--- src/rtl/xcr_pkg.sv ---
// ----------------------------------------------------------------------------
// xcr_pkg
// Types, codes and helpers shared by the XMODEM checksum receiver modules.
// ----------------------------------------------------------------------------
package xcr_pkg;

    localparam int BLOCK_BYTES = 128;
    localparam int CFG_ADDR_W  = 3;
    localparam int CFG_DATA_W  = 16;

    localparam logic [7:0] BYTE_NUL = 8'h00;
    localparam logic [7:0] BYTE_SOH = 8'h01;
    localparam logic [7:0] BYTE_EOT = 8'h04;
    localparam logic [7:0] BYTE_ACK = 8'h06;
    localparam logic [7:0] BYTE_NAK = 8'h15;
    localparam logic [7:0] BYTE_CAN = 8'h18;

    localparam logic [CFG_ADDR_W-1:0] REG_LEAD_TIMEOUT = 3'd0;
    localparam logic [CFG_ADDR_W-1:0] REG_BYTE_TIMEOUT = 3'd1;
    localparam logic [CFG_ADDR_W-1:0] REG_QUIET        = 3'd2;
    localparam logic [CFG_ADDR_W-1:0] REG_MAX_RETRIES  = 3'd3;
    localparam logic [CFG_ADDR_W-1:0] REG_TRAILER      = 3'd4;

    localparam logic [15:0] RST_LEAD_TIMEOUT = 16'd10000;
    localparam logic [15:0] RST_BYTE_TIMEOUT = 16'd1000;
    localparam logic [15:0] RST_QUIET        = 16'd500;
    localparam logic [3:0]  RST_MAX_RETRIES  = 4'd10;
    localparam logic [7:0]  RST_TRAILER      = 8'd24;

    typedef enum logic [1:0] {
        OP_START,
        OP_BYTE,
        OP_TICK,
        OP_ABORT
    } op_t;

    typedef enum logic [1:0] {
        KIND_TX,
        KIND_PAYLOAD,
        KIND_VERDICT,
        KIND_END
    } kind_t;

    typedef enum logic [2:0] {
        ST_SUCCESS,
        ST_RETRY_LIMIT,
        ST_PEER_CANCEL,
        ST_OUT_OF_SEQ,
        ST_INTERRUPTED
    } end_status_t;

    typedef enum logic [3:0] {
        PH_IDLE,
        PH_LEAD,
        PH_HNUM,
        PH_HCOMP,
        PH_DATA,
        PH_SUM,
        PH_RETRY,
        PH_CAN_RETRY,
        PH_CAN_SEQ,
        PH_CAN_INT
    } phase_t;

    typedef enum logic [1:0] {
        ACT_NONE,
        ACT_NAK,
        ACT_CAN,
        ACT_TRAILER
    } action_t;

    typedef struct packed {
        logic [15:0] lead_timeout_ticks;
        logic [15:0] byte_timeout_ticks;
        logic [15:0] quiet_ticks;
        logic [3:0]  max_retries;
        logic [7:0]  cancel_trailer;
    } cfg_t;

    typedef struct packed {
        op_t        operation;
        logic [7:0] rx_byte;
    } item_t;

    typedef struct packed {
        kind_t       kind;
        logic [7:0]  value;
        logic [6:0]  index;
        end_status_t status;
        logic        last;
    } result_t;

    typedef struct packed {
        logic    two;
        result_t first;
        result_t second;
    } result_pair_t;

    function automatic result_t tx_result(input logic [7:0] b);
        result_t r;
        r        = '0;
        r.kind   = KIND_TX;
        r.value  = b;
        r.status = ST_SUCCESS;
        return r;
    endfunction

    function automatic result_t verdict_result(input logic commit);
        result_t r;
        r        = '0;
        r.kind   = KIND_VERDICT;
        r.value  = {7'd0, commit};
        r.status = ST_SUCCESS;
        return r;
    endfunction

    function automatic result_t end_result(input end_status_t st);
        result_t r;
        r        = '0;
        r.kind   = KIND_END;
        r.status = st;
        return r;
    endfunction

    function automatic result_t payload_result(input logic [7:0] b, input logic [6:0] idx);
        result_t r;
        r        = '0;
        r.kind   = KIND_PAYLOAD;
        r.value  = b;
        r.index  = idx;
        r.status = ST_SUCCESS;
        return r;
    endfunction

endpackage

--- src/rtl/xcr_in_stage.sv ---
// ----------------------------------------------------------------------------
// xcr_in_stage
// Input register: holds one accepted transfer until the core takes it.
// ----------------------------------------------------------------------------
module xcr_in_stage (
    input  logic                aclk,
    input  logic                aresetn,
    input  logic                s_tvalid,
    output logic                s_tready,
    input  logic [7:0]          s_tdata,   // [7:0] rx_byte
    input  logic [1:0]          s_tuser,   // [1:0] operation
    input  logic                take,
    output logic                item_valid,
    output xcr_pkg::item_t      item
);
    import xcr_pkg::*;

    logic  valid_reg;
    item_t item_reg;

    assign s_tready   = !valid_reg || take;
    assign item_valid = valid_reg;
    assign item       = item_reg;

    always_ff @(posedge aclk) begin
        if (!aresetn) begin
            valid_reg <= 1'b0;
        end else if (s_tready) begin
            valid_reg <= s_tvalid;
        end
    end

    always_ff @(posedge aclk) begin
        if (s_tvalid && s_tready) begin
            item_reg.operation <= op_t'(s_tuser);
            item_reg.rx_byte   <= s_tdata;
        end
    end

endmodule

--- src/rtl/xcr_core.sv ---
// ----------------------------------------------------------------------------
// xcr_core
// Protocol state and per-item decode: one item in, up to two results out.
// ----------------------------------------------------------------------------
module xcr_core (
    input  logic                 aclk,
    input  logic                 aresetn,
    input  logic                 fire,
    input  xcr_pkg::item_t       item,
    input  xcr_pkg::cfg_t        cfg,
    output logic                 push,
    output xcr_pkg::result_pair_t pair
);
    import xcr_pkg::*;

    phase_t      phase_reg, phase_next;
    action_t     act_reg, act_next;
    logic [15:0] tick_reg, tick_next;
    logic [3:0]  retry_reg, retry_next;
    logic [7:0]  good_reg, good_next;
    logic [7:0]  hnum_reg, hnum_next;
    logic [7:0]  hcomp_reg, hcomp_next;
    logic [7:0]  idx_reg, idx_next;
    logic [7:0]  sum_reg, sum_next;

    logic [15:0] tick_inc;
    logic [3:0]  retry_inc;
    logic [7:0]  idx_inc;
    logic [7:0]  good_inc;
    logic [1:0]  count;
    result_t     r0, r1;
    end_status_t cancel_status;
    logic [7:0]  b;

    assign b         = item.rx_byte;
    assign tick_inc  = (tick_reg == 16'hFFFF) ? tick_reg : tick_reg + 16'd1;
    assign retry_inc = (retry_reg == 4'hF) ? retry_reg : retry_reg + 4'd1;
    assign idx_inc   = idx_reg + 8'd1;
    assign good_inc  = good_reg + 8'd1;

    always_comb begin
        unique case (phase_reg)
            PH_CAN_RETRY: cancel_status = ST_RETRY_LIMIT;
            PH_CAN_SEQ:   cancel_status = ST_OUT_OF_SEQ;
            default:      cancel_status = ST_INTERRUPTED;
        endcase
    end

    always_comb begin
        phase_next = phase_reg;
        act_next   = act_reg;
        tick_next  = tick_reg;
        retry_next = retry_reg;
        good_next  = good_reg;
        hnum_next  = hnum_reg;
        hcomp_next = hcomp_reg;
        idx_next   = idx_reg;
        sum_next   = sum_reg;
        count      = 2'd0;
        r0         = '0;
        r1         = '0;

        unique case (item.operation)
            OP_START: begin
                if (phase_reg == PH_IDLE) begin
                    retry_next = 4'd0;
                    good_next  = 8'd0;
                    r0         = tx_result(BYTE_NAK);
                    count      = 2'd1;
                    phase_next = PH_LEAD;
                    act_next   = ACT_NONE;
                    tick_next  = 16'd0;
                end
            end
            OP_BYTE: begin
                unique case (phase_reg)
                    PH_LEAD: begin
                        priority if (b == BYTE_NUL) begin
                        end else if (b == BYTE_EOT) begin
                            r0         = tx_result(BYTE_ACK);
                            r1         = end_result(ST_SUCCESS);
                            count      = 2'd2;
                            phase_next = PH_IDLE;
                            act_next   = ACT_NONE;
                            tick_next  = 16'd0;
                        end else if (b == BYTE_CAN) begin
                            r0         = end_result(ST_PEER_CANCEL);
                            count      = 2'd1;
                            phase_next = PH_IDLE;
                            act_next   = ACT_NONE;
                            tick_next  = 16'd0;
                        end else if (b == BYTE_SOH) begin
                            phase_next = PH_HNUM;
                            act_next   = ACT_NONE;
                            tick_next  = 16'd0;
                        end else begin
                            phase_next = PH_RETRY;
                            act_next   = ACT_NAK;
                            tick_next  = 16'd0;
                        end
                    end
                    PH_HNUM: begin
                        hnum_next  = b;
                        phase_next = PH_HCOMP;
                        act_next   = ACT_NONE;
                        tick_next  = 16'd0;
                    end
                    PH_HCOMP: begin
                        hcomp_next = b;
                        tick_next  = 16'd0;
                        if ((hnum_reg ^ b) != 8'hFF) begin
                            phase_next = PH_RETRY;
                            act_next   = ACT_NAK;
                        end else begin
                            idx_next   = 8'd0;
                            sum_next   = 8'd0;
                            phase_next = PH_DATA;
                            act_next   = ACT_NONE;
                        end
                    end
                    PH_DATA: begin
                        r0        = payload_result(b, idx_reg[6:0]);
                        count     = 2'd1;
                        sum_next  = sum_reg + b;
                        idx_next  = idx_inc;
                        tick_next = 16'd0;
                        if (idx_inc >= 8'(BLOCK_BYTES)) begin
                            phase_next = PH_SUM;
                        end
                    end
                    PH_SUM: begin
                        tick_next = 16'd0;
                        priority if (b != sum_reg) begin
                            r0         = verdict_result(1'b0);
                            count      = 2'd1;
                            phase_next = PH_RETRY;
                            act_next   = ACT_NAK;
                        end else if (hnum_reg == good_reg) begin
                            r0         = verdict_result(1'b0);
                            r1         = tx_result(BYTE_ACK);
                            count      = 2'd2;
                            retry_next = 4'd0;
                            phase_next = PH_LEAD;
                            act_next   = ACT_NONE;
                        end else if (hnum_reg == good_inc) begin
                            r0         = verdict_result(1'b1);
                            r1         = tx_result(BYTE_ACK);
                            count      = 2'd2;
                            good_next  = hnum_reg;
                            retry_next = 4'd0;
                            phase_next = PH_LEAD;
                            act_next   = ACT_NONE;
                        end else begin
                            r0         = verdict_result(1'b0);
                            count      = 2'd1;
                            phase_next = PH_CAN_SEQ;
                            act_next   = ACT_CAN;
                        end
                    end
                    PH_RETRY, PH_CAN_RETRY, PH_CAN_SEQ, PH_CAN_INT: begin
                        tick_next = 16'd0;
                    end
                    default: begin
                    end
                endcase
            end
            OP_TICK: begin
                unique case (phase_reg)
                    PH_LEAD: begin
                        tick_next = tick_inc;
                        if (tick_inc >= cfg.lead_timeout_ticks) begin
                            phase_next = PH_RETRY;
                            act_next   = ACT_NAK;
                            tick_next  = 16'd0;
                        end
                    end
                    PH_HNUM, PH_HCOMP: begin
                        tick_next = tick_inc;
                        if (tick_inc >= cfg.byte_timeout_ticks) begin
                            phase_next = PH_RETRY;
                            act_next   = ACT_NAK;
                            tick_next  = 16'd0;
                        end
                    end
                    PH_DATA, PH_SUM: begin
                        tick_next = tick_inc;
                        if (tick_inc >= cfg.byte_timeout_ticks) begin
                            r0         = verdict_result(1'b0);
                            count      = 2'd1;
                            phase_next = PH_RETRY;
                            act_next   = ACT_NAK;
                            tick_next  = 16'd0;
                        end
                    end
                    PH_RETRY, PH_CAN_RETRY, PH_CAN_SEQ, PH_CAN_INT: begin
                        tick_next = tick_inc;
                        if (tick_inc >= cfg.quiet_ticks) begin
                            tick_next = 16'd0;
                            unique case (act_reg)
                                ACT_NAK: begin
                                    r0         = tx_result(BYTE_NAK);
                                    count      = 2'd1;
                                    retry_next = retry_inc;
                                    if (retry_inc >= cfg.max_retries) begin
                                        phase_next = PH_CAN_RETRY;
                                        act_next   = ACT_CAN;
                                    end else begin
                                        phase_next = PH_LEAD;
                                        act_next   = ACT_NONE;
                                    end
                                end
                                ACT_CAN: begin
                                    r0       = tx_result(BYTE_CAN);
                                    count    = 2'd1;
                                    act_next = ACT_TRAILER;
                                end
                                default: begin
                                    r0         = tx_result(cfg.cancel_trailer);
                                    r1         = end_result(cancel_status);
                                    count      = 2'd2;
                                    phase_next = PH_IDLE;
                                    act_next   = ACT_NONE;
                                end
                            endcase
                        end
                    end
                    default: begin
                    end
                endcase
            end
            OP_ABORT: begin
                if (phase_reg == PH_LEAD || phase_reg == PH_HNUM || phase_reg == PH_HCOMP ||
                    phase_reg == PH_DATA || phase_reg == PH_SUM || phase_reg == PH_RETRY) begin
                    if (phase_reg == PH_DATA || phase_reg == PH_SUM) begin
                        r0    = verdict_result(1'b0);
                        count = 2'd1;
                    end
                    phase_next = PH_CAN_INT;
                    act_next   = ACT_CAN;
                    tick_next  = 16'd0;
                end
            end
            default: begin
            end
        endcase

        if (count == 2'd2) begin
            r1.last = 1'b1;
        end else begin
            r0.last = 1'b1;
        end
    end

    assign push        = fire && (count != 2'd0);
    assign pair.two    = (count == 2'd2);
    assign pair.first  = r0;
    assign pair.second = r1;

    always_ff @(posedge aclk) begin
        if (!aresetn) begin
            phase_reg <= PH_IDLE;
            act_reg   <= ACT_NONE;
            tick_reg  <= 16'd0;
            retry_reg <= 4'd0;
            good_reg  <= 8'd0;
            hnum_reg  <= 8'd0;
            hcomp_reg <= 8'd0;
            idx_reg   <= 8'd0;
            sum_reg   <= 8'd0;
        end else if (fire) begin
            phase_reg <= phase_next;
            act_reg   <= act_next;
            tick_reg  <= tick_next;
            retry_reg <= retry_next;
            good_reg  <= good_next;
            hnum_reg  <= hnum_next;
            hcomp_reg <= hcomp_next;
            idx_reg   <= idx_next;
            sum_reg   <= sum_next;
        end
    end

endmodule

--- src/rtl/xcr_out_fifo.sv ---
// ----------------------------------------------------------------------------
// xcr_out_fifo
// Two-entry buffer of result pairs, drained one result per transfer.
// ----------------------------------------------------------------------------
module xcr_out_fifo (
    input  logic                  aclk,
    input  logic                  aresetn,
    input  logic                  push,
    input  xcr_pkg::result_pair_t pair,
    output logic                  full,
    output logic                  m_tvalid,
    input  logic                  m_tready,
    output logic [23:0]           m_tdata,   // [7:0] value, [14:8] index, [17:15] status
    output logic [1:0]            m_tuser,   // [1:0] kind
    output logic                  m_tlast
);
    import xcr_pkg::*;

    result_pair_t mem_reg [2];
    logic         wr_ptr_reg;
    logic         rd_ptr_reg;
    logic         sub_reg;
    logic [1:0]   level_reg;
    logic         pop;
    result_pair_t head;
    result_t      cur;

    assign head     = mem_reg[rd_ptr_reg];
    assign cur      = sub_reg ? head.second : head.first;
    assign m_tvalid = (level_reg != 2'd0);
    assign full     = (level_reg == 2'd2);
    assign pop      = m_tvalid && m_tready && (sub_reg || !head.two);

    assign m_tdata  = {6'd0, 3'(cur.status), cur.index, cur.value};
    assign m_tuser  = 2'(cur.kind);
    assign m_tlast  = cur.last;

    always_ff @(posedge aclk) begin
        if (push) begin
            mem_reg[wr_ptr_reg] <= pair;
        end
    end

    always_ff @(posedge aclk) begin
        if (!aresetn) begin
            wr_ptr_reg <= 1'b0;
            rd_ptr_reg <= 1'b0;
            sub_reg    <= 1'b0;
            level_reg  <= 2'd0;
        end else begin
            if (push) begin
                wr_ptr_reg <= !wr_ptr_reg;
            end
            if (pop) begin
                rd_ptr_reg <= !rd_ptr_reg;
                sub_reg    <= 1'b0;
            end else if (m_tvalid && m_tready) begin
                sub_reg <= 1'b1;
            end
            unique case ({push, pop})
                2'b10:   level_reg <= level_reg + 2'd1;
                2'b01:   level_reg <= level_reg - 2'd1;
                default: level_reg <= level_reg;
            endcase
        end
    end

endmodule

--- src/rtl/xmodem_checksum_receiver.sv ---
// ----------------------------------------------------------------------------
// xmodem_checksum_receiver
// XMODEM checksum-mode receiver: block parsing, ACK/NAK/CAN generation.
// ----------------------------------------------------------------------------
// One input transfer (start, line byte, timer tick or abort) is taken per
// clock. An item is registered on acceptance and decoded by the core once
// the result buffer has room; its results are written into a two-entry
// result buffer, from whose head the first result is offered. An item
// causes zero, one or two results; the result port delivers one per cycle
// while m_tready is high, so the sustained rate is one item per cycle while
// items produce at most one result each, and the input stalls only when the
// result buffer is full. Configuration writes are applied on the following
// edge and take effect for the next item.
module xmodem_checksum_receiver (
    input  logic                            aclk,
    input  logic                            aresetn,
    input  logic                            s_tvalid,
    output logic                            s_tready,
    input  logic [7:0]                      s_tdata,   // [7:0] rx_byte
    input  logic [1:0]                      s_tuser,   // [1:0] operation
    output logic                            m_tvalid,
    input  logic                            m_tready,
    output logic [23:0]                     m_tdata,   // [7:0] value, [14:8] index,
                                                       // [17:15] status
    output logic [1:0]                      m_tuser,   // [1:0] kind
    output logic                            m_tlast,
    input  logic                            cfg_we,
    input  logic [xcr_pkg::CFG_ADDR_W-1:0]  cfg_addr,
    input  logic [xcr_pkg::CFG_DATA_W-1:0]  cfg_wdata
);
    import xcr_pkg::*;

    cfg_t         cfg_reg;
    logic         item_valid;
    item_t        item;
    logic         fifo_full;
    logic         fire;
    logic         push;
    result_pair_t pair;

    assign fire = item_valid && !fifo_full;

    always_ff @(posedge aclk) begin
        if (!aresetn) begin
            cfg_reg.lead_timeout_ticks <= RST_LEAD_TIMEOUT;
            cfg_reg.byte_timeout_ticks <= RST_BYTE_TIMEOUT;
            cfg_reg.quiet_ticks        <= RST_QUIET;
            cfg_reg.max_retries        <= RST_MAX_RETRIES;
            cfg_reg.cancel_trailer     <= RST_TRAILER;
        end else if (cfg_we) begin
            unique case (cfg_addr)
                REG_LEAD_TIMEOUT: cfg_reg.lead_timeout_ticks <= cfg_wdata;
                REG_BYTE_TIMEOUT: cfg_reg.byte_timeout_ticks <= cfg_wdata;
                REG_QUIET:        cfg_reg.quiet_ticks        <= cfg_wdata;
                REG_MAX_RETRIES:  cfg_reg.max_retries        <= cfg_wdata[3:0];
                REG_TRAILER:      cfg_reg.cancel_trailer     <= cfg_wdata[7:0];
                default: begin
                end
            endcase
        end
    end

    xcr_in_stage u_in_stage (
        .aclk       (aclk),
        .aresetn    (aresetn),
        .s_tvalid   (s_tvalid),
        .s_tready   (s_tready),
        .s_tdata    (s_tdata),
        .s_tuser    (s_tuser),
        .take       (fire),
        .item_valid (item_valid),
        .item       (item)
    );

    xcr_core u_core (
        .aclk    (aclk),
        .aresetn (aresetn),
        .fire    (fire),
        .item    (item),
        .cfg     (cfg_reg),
        .push    (push),
        .pair    (pair)
    );

    xcr_out_fifo u_out_fifo (
        .aclk     (aclk),
        .aresetn  (aresetn),
        .push     (push),
        .pair     (pair),
        .full     (fifo_full),
        .m_tvalid (m_tvalid),
        .m_tready (m_tready),
        .m_tdata  (m_tdata),
        .m_tuser  (m_tuser),
        .m_tlast  (m_tlast)
    );

    a_end_is_last: assert property (@(posedge aclk) disable iff (!aresetn)
        m_tvalid && (m_tuser == 2'(KIND_END)) |-> m_tlast)
        else $error("session end not marked last");

    a_payload_is_last: assert property (@(posedge aclk) disable iff (!aresetn)
        m_tvalid && (m_tuser == 2'(KIND_PAYLOAD)) |-> m_tlast)
        else $error("payload byte not the only result of its item");

    a_verdict_bit: assert property (@(posedge aclk) disable iff (!aresetn)
        m_tvalid && (m_tuser == 2'(KIND_VERDICT)) |-> (m_tdata[7:1] == 7'd0))
        else $error("verdict value out of range");

    a_stall_held: assert property (@(posedge aclk) disable iff (!aresetn)
        !s_tready |-> item_valid && fifo_full)
        else $error("input stalled without a pending item");

endmodule

--- config.mk ---
export PLATFORM = sky130hd
export DESIGN_NAME = xmodem_checksum_receiver
export DESIGN_NICKNAME = d
export VERILOG_FILES = /design/src/rtl/xcr_pkg.sv /design/src/rtl/xcr_in_stage.sv /design/src/rtl/xcr_core.sv /design/src/rtl/xcr_out_fifo.sv /design/src/rtl/xmodem_checksum_receiver.sv
export SDC_FILE = /design/constraint.sdc
export NUM_CORES = 1
export LEC_CHECK = 0
export ABC_AREA = 1
export BUFFER_PORTS_ARGS = -buffer_cell sky130_fd_sc_hd__buf_2
export CORE_MARGIN = 1.5
export CORE_UTILIZATION = 55
export CTS_CLUSTER_DIAMETER = 150
export CTS_CLUSTER_SIZE = 28
export DETAILED_ROUTE_END_ITERATION = 12
export GPL_TIMING_DRIVEN = 0
export PLACE_DENSITY = 0.79
export SLEW_MARGIN = 10
export SYNTH_ARGS = -nofsm -noshare
export SYNTH_HDL_FRONTEND = slang
export SYNTH_SLANG_ARGS = --single-unit
--- constraint.sdc ---
create_clock -name aclk -period 4.8 [get_ports aclk]
set_input_delay 0 -clock aclk [delete_from_list [all_inputs] [get_ports aclk]]
set_output_delay 0 -clock aclk [all_outputs]
set_load 0.005 [all_outputs]
After elaboration in Yosys (flattened, before gate mapping)
Memories as Yosys holds them, arrays and structs flattened. A register that Yosys moved wholly into a read port is not among the register bits.
Cells that the tools add are included.
Widths: inputs -> output; s select.
- bits in registers: 134
- RAM bits: 86
- input port bits: 34
- output and inout bits: 29
- word-level logic and storage cells: 248
- memories: 1
- memories (name ; words ; bits a word ; read ports ; clocked after Yosys merged registers in ; wr ports ; line ; RTL):
    u_out_fifo.mem_reg ; 2 ; 43 ; 1 ; 1 ; 1 ; xcr_out_fifo.sv:19 ; result_pair_t mem_reg [2];
- add/sub/neg operators: 7
- order comparisons: 5
- eq/ne operators: 52
- mux-type cells: 115
- bitwise gates (word level): 2
- reductions and logical operators: 46
- operator list (cell ; number):
    $mux 21 ; 17
    $mux 16 ; 8
    $pmux 21 s2 ; 3
    $mux 4 ; 21
    $pmux 21 s4 ; 1
    $pmux 16 s4 ; 1
    $pmux 21 s3 ; 1
    $ge 16x16->1 ; 3
    $mux 8 ; 6
    $pmux 16 s3 ; 1
    $pmux 8 s2 ; 3
    $mux 2 ; 21
    $pmux 19 s2 ; 1
    $pmux 16 s2 ; 1
    $pmux 2 s4 ; 3
    $pmux 4 s3 ; 2
    $pmux 4 s5 ; 1
    $reduce_and 9->1 ; 2
    $add 16x1->16 const B ; 1
    $add 8x1->8 const B ; 2
    $eq 16x16->1 const B ; 1
    $eq 4x3->1 const B ; 4
    $eq 8x8->1 ; 2
    $pmux 4 s4 ; 1
    other kinds (55) ; 120

Depth between registers and ports, before layout
Gate-level depths: netlist of run 1.
- word-level depth: 12
- depth in mapped cells: 29
- mapped depth without buffers: 29

Modules after synthesis
From an unflattened synthesis of run 1, not the netlist that was laid out.
- cells, all modules: 1640
- area total of the unflattened synthesis: 12633.4 um^2
- modules (own cells, without submodules) (module ; times used ; cells an instance ; area each (um^2) ; seq. area each (um^2)):
    xcr_core ; 1 ; 1029 ; 6307.3 ; 1161.1
    xcr_out_fifo ; 1 ; 256 ; 3544.6 ; 2702.6
    xmodem_checksum_receiver ; 1 ; 338 ; 2429.8 ; 1201.2
    xcr_in_stage ; 1 ; 17 ; 351.6 ; 320.3

Worst setup path after synthesis of run 1
OpenSTA, ideal clock, no wires.
- kind: flip-flop to flip-flop
- from: reg u_core.tick_reg[0]
- to: mem u_out_fifo.mem_reg[0][0] in the netlist's numbering (enable)
- library setup time: 407 ps
- arrival: 3966 ps
- required time: 4393 ps
- setup slack: 428 ps
- stages on the path, launching flop included: 22
- path buffers: 0
- clock period less this slack: 4372 ps
- cells stage by stage: dfxtp_1 ha_1 inv_1 nor3_4 nand4_2 nor4_2 inv_1 nor2_1 a31oi_1 ha_1 nand2_1 nor4_1 nand3_1 nand3_1 nand2_1 inv_1 nor2_1 nand2_1 nand2_1 nand2_1 nand2_1 nor2_1
- word-level cells in the longest chain between the ends: 10
- elaborated cells between the ends (all ways): 13
- those cells by class: add/sub (1); order compare (2); eq/ne (1); mux (7); reduce/logical (2)
- ends and longest elaborated chain (what ; line ; RTL):
    start, declared ; xcr_core.sv:18 ; logic [15:0] tick_reg, tick_next;
    start signal, assigned ; xcr_core.sv:273 ; tick_reg <= tick_next;
    $add 16x1->16 / $eq 16x16->1 (equally long branches) ; xcr_core.sv:36 ; assign tick_inc = (tick_reg == 16'hFFFF) ? tick_reg : tick_reg + 16'd1;
    $mux 16 * ; xcr_core.sv:36 ;
    $ge 16x16->1, on equally long branches ; xcr_core.sv:197, xcr_core.sv:187 ;
    $mux 2 / $mux 1 (equally long branches) ; xcr_core.sv:197, xcr_core.sv:187 ;
    $pmux 2 s2 * ; xcr_core.sv:168 ; unique case (phase_reg)
    $pmux 2 s4 * ; xcr_core.sv:63 ; unique case (item.operation)
    $reduce_bool 2->1 * ; xcr_core.sv:254 ; assign push = fire && (count != 2'd0);
    $logic_and 1x1->1 * ; xcr_core.sv:254 ;
    $mux 1 * ; xcr_out_fifo.sv:39 ; if (push) begin
    $mux 1 (not written as such) * ; xcr_out_fifo.sv:40 ; mem_reg[wr_ptr_reg] <= pair;
    end, declared ; xcr_out_fifo.sv:19 ;
Mark *: on every way between the ends. The rest lies on a longest branch, timed or not.

Worst setup path in the final report of run 1
- from: reg u_core.tick_reg[0]
- to: reg u_out_fifo.level_reg[1]
- word-level cells in the longest chain between the ends: 10
- elaborated cells between the ends (all ways): 15
- those cells by class: add/sub (1); order compare (2); eq/ne (3); mux (6); reduce/logical (3)
- ends and longest elaborated chain (what ; line ; RTL):
    $add 16x1->16 / $eq 16x16->1 (equally long branches) ; xcr_core.sv:36 ;
    $mux 16 * ; xcr_core.sv:36 ;
    $ge 16x16->1, on equally long branches ; xcr_core.sv:197, xcr_core.sv:187 ;
    $mux 2 / $mux 1 (equally long branches) ; xcr_core.sv:197, xcr_core.sv:187 ;
    $pmux 2 s2 * ; xcr_core.sv:168 ;
    $pmux 2 s4 * ; xcr_core.sv:63 ;
    $reduce_bool 2->1 * ; xcr_core.sv:254 ;
    $logic_and 1x1->1 * ; xcr_core.sv:254 ;
    $eq 2x1->1 / $eq 2x2->1 (equally long branches) ; xcr_out_fifo.sv:60 ; unique case ({push, pop})
    $pmux 2 s2 / $reduce_bool 2->1 (equally long branches) ; - ;
    end signal, assigned ; xcr_out_fifo.sv:61 ; 2'b10: level_reg <= level_reg + 2'd1;
    end signal, assigned ; xcr_out_fifo.sv:62 ; 2'b01: level_reg <= level_reg - 2'd1;
    end signal, assigned ; xcr_out_fifo.sv:63 ; default: level_reg <= level_reg;
    end, declared ; xcr_out_fifo.sv:23 ; logic [1:0] level_reg;
Marked as above.
A chain may end at the register's enable or synchronous reset.

==> results of run 1 <==
## worst max-delay path: cells and delay by family (launching register included)
kind	cells	cell delay (ns)
AO/OA/AOI/OAI	6	0.85
adder cells (fa/ha/maj)	3	0.88
buffers and inverters	3	0.31
flip-flops	1	0.39
AND/OR/NAND/NOR	13	2.03
## power by group
group	switching [mW]	internal, mW
Combinational	0.264	0.136
Clock	0.606	0.845
Sequential	0.0301	1.65
Total	0.900	2.63
## layout make-up
type	count	share of cell area, %
multi-input cells	935	44.2
flip-flops and latches	185	36.1
inverters	171	5.43
repair buffers	86	4.93
clock buffers	25	4.28
well taps	229	2.40
plain buffers	46	1.81
clock inverters	6	0.713
repair inverters	1	0.0629
## repair_timing
action                                  CTS  global route
endpoints found under the setup margin   25            51
hold buffers                             29             0
gates cloned                              0             1
gates resized for setup                   1            22
setup buffers                             0             1
pin swaps                                 0             2
endpoints found under the hold margin    72             0
## synth_stat cells (2+ instances only)
master	number	area [sq um]
o211ai_1	22	165
a211oi_2	5	62.6
o21ai_0	108	541
nor2_2	3	18.8
a31oi_1	11	68.8
a21oi_2	3	26.3
nor3_4	2	32.5
nand2_2	3	18.8
o32ai_1	2	17.5
xnor2_1	5	43.8
and3_1	2	12.5
nand3b_1	5	37.5
inv_2	22	82.6
o21a_1	2	15.0
buf_6	2	22.5
clkbuf_1	31	116
nand2_1	247	927
o22ai_1	2	12.5
o21bai_1	3	22.5
inv_1	145	544
ha_1	70	876
o21ai_1	5	25.0
nor2_8	2	40.0
dfxtp_1	125	2500
nor2_4	4	45.0
edfxtp_1	60	1800
buf_4	7	52.6
a211oi_1	3	22.5
buf_1	4	15.0
nor4_1	7	43.8
buf_2	2	10.0
nand3_2	2	20.0
clkinv_1	3	11.3
a21o_1	2	15.0
a21oi_1	130	651
nand4_1	9	56.3
nor3_1	23	115
nand3_1	56	280
xor2_1	18	158
nor2_1	154	578
nor3_2	2	20.0
## layer usage
layer  vias up  share of wire, %
li1       4663                 -
met1      4342                43
met2       293                49
met3        48               5.1
met4         0               2.4
met5         -                 0
## stage by stage
step                TNS, ns  hold slack [ns]
finish                    0          0.00701
floorplan                 0           0.0989
global route        -0.0475           0.0492
CTS                       0          0.00616
global placement     -18.41            0.176
detailed placement   -0.386            0.179
## cells by family (layout without fill, tap and decap cells)
family | count (synthesis) | after routing | synth area share [%]
other cells | 1 | 6 | 0.0363
mux | 1 | 1 | 0.0970
simple gates | 527 | 527 | 22.3
xor+xnor | 23 | 23 | 1.95
flops | 185 | 185 | 41.7
compound gates | 307 | 307 | 16.9
buf+inv | 217 | 335 | 8.34
fa+ha+maj | 71 | 71 | 8.68
## worst max-delay path by stage
stage / startpoint / to / slack (ns) / cells after the start
CTS: u_core.tick_reg[0] / u_out_fifo.mem_reg[0][23] / 0.02 / 22
floorplan: u_core.tick_reg[0] / u_out_fifo.mem_reg[0][0] / 0.43 / 21
global route: u_core.tick_reg[1] / u_out_fifo.level_reg[1] / -0.05 / 25
detailed placement: u_core.tick_reg[0] / u_out_fifo.mem_reg[1][29] / -0.02 / 21
finish: u_core.tick_reg[0] / u_out_fifo.level_reg[1] / 0.21 / 25
global placement: u_core.tick_reg[0] / u_out_fifo.mem_reg[0][31] / -0.74 / 21
==> flow_summary.toml, run 1 <==
[run_status]
status = "completed"

[power_and_ir_drop]
vdd_drop_max_mv = 0.274
power.total_mw = 3.53
p_leak_nw = 5.20
power-per-cell-area_nw_per_um2 = 296

[final_layout]
largest_reg_flops = 60
finalNonFillerCells = 1684
diodes = 0
mostFrequentLayoutCells = "nand2_1 (245), nor2_1 (151), inv_1 (143)"
register_area_sq_um = 4310
final_common_cell = "nand2_1"
final_area_sq_um = 11900
multi_input_area_sq_um = 5280
fin_util_pct = 65.5
finalNetCount = 1548
fill_cells = 1545
drive_gt1_share_pct = 11.8
area_delta_synth_final_pct = 15.6

[place]
placed_area_sq_um = 10900
portBuffers = 55
dp_hpwl_mm = 20.5
dp.cells = 1622
gp_congestion = 0.955
dp_slack_ns = -0.0174

[synthesis]
syn_inst = 1332
ys.flop_type = "dfxtp_1"
synth_cell_type_count = 60
synth.yosys.seq_area_share_pct = 41.7
synth_seq_cells = 185
yosysWarnings = 0
synth-edff-count = 60
synth_area_sq_um = 10300
postSynth.asyncResetShare_pct = 0
avgSynthCellArea_sq_um = 7.75

[global_routing]
grt.busiest_layer = "met2"
antenna_found_initial = 0
grt_pass1_wl_mm = 44.1
grtUsageMet3_pct = 3.97
grt_max_degree = 26
grtUsageMet2_pct = 51.3
use_met1_pct = 35.5
grt_pass1_vias = 8874
grt-ovfl-total = 0
grt_use_total_pct = 28.6

[timing]
slew_viol_final = 0
finalSetupViolations = 0
max_freq_ghz = 0.218
worst_pin_slew_ns = 0.901
slew-limit-headroom_pct = 39.9
setup_ws_ns = 0.211
hold_viol = 0
fin_crit_sh_pct = 95.6
min_period_ns = 4.59
clock-skew-final_ns = 0.0118

[clock_tree]
cts_buffers = 17
clk_latency_ns = 0.44
htreeDepth = 4
clk_path_buf_depth = 2
cts_root_buf = "clkbuf_16"
cts.sinks = 185
tritoncts = "done"
path_clk_slew_ns = 0.07

[setup_path]
crit_path_max_fanout = 6
rr_worst_depth = 25
worstPathArrival_ns = 4.92
reg2reg_from = "u_core.tick_reg[0]"
regToRegSetupSlack_ns = 0.21
worstReg2RegEnd = "u_out_fifo.level_reg[1]"
cp_slowest_stage_delay_ns = 0.39
slowest_stage = "dfxtp_4"
critical_path_required_ns = 5.13
cp-end-kind = "register"
cp_common_cell = "nand2_1"
worstSetupStartpointType = "register"
path_class = "reg -> reg"

[floorplan]
fp-row-count = 49
die_x_um = 140
die_height_um = 140
initial_core_util_pct = 56.7
io_pins = 63
die_area_sq_um = 19600
coreArea_sq_um = 18200

[route]
drtAntennaViolNets = 0
drc = 0
wl_per_cell_um = 16.7
dr.pass1.iters = 5
num_vias = 9346
wl_mm = 28.1
drtIter0Drc = 755
via_per_inst = 5.55

[min_path]
min_delay_path_depth = 4
whs_endpoint = "cfg_reg[9]"
hp-start = "cfg_addr[1]"
min_path_type = "in -> reg"

[flow_run]
drv_cap = 0
(Power assumes the default switching activity.)
==> run 2: changes to the inputs <==
Settings changed: CORE_MARGIN 1.5 to 3.
Clock period 4.8 ns to 5.25 ns, I/O delays scaled along.
==> run 2 against run 1 <==
Compared with the run above: clock power fell by 19%; combinational power fell by 8.8%; sequential cell count stayed put; largest power group unchanged; clock skew is essentially flat; setup slack improved by 0.28 ns; clock-buffer cell count fell by 4.
==> flow_summary.toml, run 2 (synthesis results as in run 1) <==
[timing]
hold_viol = 0
setup_tns_ns = 0
fin_crit_sh_pct = 90.6
rsz0062_at_grt = "no"
finalSetupViolations = 0
slew_viol_final = 0
max_freq_ghz = 0.210
slew-limit-headroom_pct = 39.8
hold_ws_ns = 0.0320
worst_pin_slew_ns = 0.903
min_period_ns = 4.76
clock-skew-final_ns = 0.0122

[clock_tree]
clk_latency_ns = 0.44
post_cts_buffers = 0
path_clk_slew_ns = 0.07
cts.sinks = 185
cts_root_buf = "clkbuf_16"
tritoncts = "done"
cts_buffers = 17
htreeDepth = 4
clk_path_buf_depth = 2

[global_routing]
use_met1_pct = 34.7
grt-ovfl-total = 0
grt_pass1_wl_mm = 44.3
grtUsageMet3_pct = 4.45
grt.busiest_layer = "met2"
grt_max_degree = 26
antenna_found_initial = 0
grt_use_total_pct = 27.6
grt_pass1_vias = 8885
grtUsageMet2_pct = 47.5

[place]
placed_area_sq_um = 10900
gp_congestion = 0.964
portBuffers = 55
dp_hpwl_mm = 20.7

[min_path]
whs_endpoint = "cfg_reg[11]"
min_delay_path_depth = 5
hp-start = "cfg_addr[2]"
min_path_type = "in -> reg"

[setup_path]
path_cells = "ha_1 > inv_1 > nor3_4 > nand4_2 > nor4_2 > nand2_1 > a31oi_1 > ha_1 > nand2_1 > nor2_1 > nor3_1 > nand2_1 > nand2_1 > nand3_1 > nand2_1 > inv_1 > nor2_1 > nand2_1 > nand2_1 > nand2_1 > nand3_1 > clkinvlp_4"
cp-end-kind = "register"
cp_common_cell = "nand2_1"
reg2reg_from = "u_core.tick_reg[0]"
worstSetupStartpointType = "register"
worstReg2RegEnd = "u_out_fifo.mem_reg[1][27]"
worst-path-stages = 22
slowest_stage = "a31oi_1"
critical_path_required_ns = 5.26
crit_path_max_fanout = 25
path_class = "reg -> reg"
critPathTopFamily = "simple AND/OR/NAND/NOR gates"
worstPathArrival_ns = 4.77
cp_slowest_stage_delay_ns = 0.54
regToRegSetupSlack_ns = 0.49
rr_worst_depth = 22
cp.buffers_inverters = 3

[route]
via_per_inst = 5.59
drtAntennaViolNets = 0
drtIter0Drc = 676
wl_per_cell_um = 16.5
num_vias = 9415
drc = 0
dr.pass1.iters = 5
wl_mm = 27.8

[power_and_ir_drop]
p_leak_nw = 5.12
power.total_mw = 3.08
vdd_drop_max_mv = 0.238
power-per-cell-area_nw_per_um2 = 262

[final_layout]
mostFrequentLayoutCells = "nand2_1 (247), nor2_1 (153), inv_1 (144)"
area_delta_synth_final_pct = 13.9
final_area_sq_um = 11800
diodes = 0
finalNetCount = 1547
drive_gt1_share_pct = 10.6
fin_util_pct = 64.5
final_common_cell = "nand2_1"
largest_reg_flops = 60

[floorplan]
die_x_um = 143
die_area_sq_um = 20400
fp-row-count = 49
initial_core_util_pct = 56.7
die_height_um = 143
io_pins = 63
coreArea_sq_um = 18200

[flow_run]
drv_cap = 0

[run_status]
status = "completed"
-- run 2: power breakdown --
part,total [mW],internal (mW),switching (mW),leakage [nW]
Combinational,0.365,0.125,0.240,3.27
Sequential,1.54,1.51,0.0278,1.59
Clock,1.18,0.619,0.558,0.258
Total,3.08,2.25,0.827,5.12
-- run 2: final cells by class --
cell class,count,area (sq um)
Fill cell,1615,6460
Multi-Input combinational cell,935,5180
Sequential cell,185,4300
Inverter,171,648
Timing Repair Buffer,86,591
Clock buffer,21,452
Tap cell,229,287
Buffer,46,216
Clock inverter,11,71.3
-- run 2: worst max-delay path by stage --
| stage | startpoint | to | slack, ns |
|---|---|---|---|
| after CTS | u_core.tick_reg[0] | u_out_fifo.mem_reg[1][27] | 0.35 |
| after floorplan | u_core.tick_reg[0] | u_out_fifo.mem_reg[0][0] | 0.88 |
| after global routing | u_core.tick_reg[0] | u_out_fifo.level_reg[1] | 0.08 |
| after global placement | u_core.tick_reg[0] | u_out_fifo.mem_reg[0][31] | -0.32 |
| final | u_core.tick_reg[0] | u_out_fifo.mem_reg[1][27] | 0.49 |
| after detailed placement | u_core.tick_reg[0] | u_out_fifo.mem_reg[1][31] | 0.38 |
-- run 2: what timing repair did --
item,in CTS,in global routing
hold buffers,30,0
hold endpoints to repair,71,0
resized for setup,0,3
endpoints found under the setup margin,0,39
-- run 2: stage by stage --
stage	instances	setup slack [ns]
2_1_floorplan	1337	0.878
6_report	1684	0.492
3_5_place_dp	1622	0.384
5_1_grt	1684	0.0835
4_1_cts	1684	0.348
3_3_place_gp	1621	-0.318
-- run 2: worst reg2reg max path, delay by kind of cell (launching register included) --
family,cells,cell delay [ns]
compound gates,1,0.54
fa+ha+maj,2,0.60
buf+inv,3,0.64
flops,1,0.46
simple gates,16,2.07
-- run 2: metal layers --
layer	routed length [um]	vias to the layer above	part of all wire [%]
met4	890	0	3.2
met5	0	-	0
met3	1520	55	5.5
li1	-	4675	-
met2	13400	312	48
met1	12000	4373	43
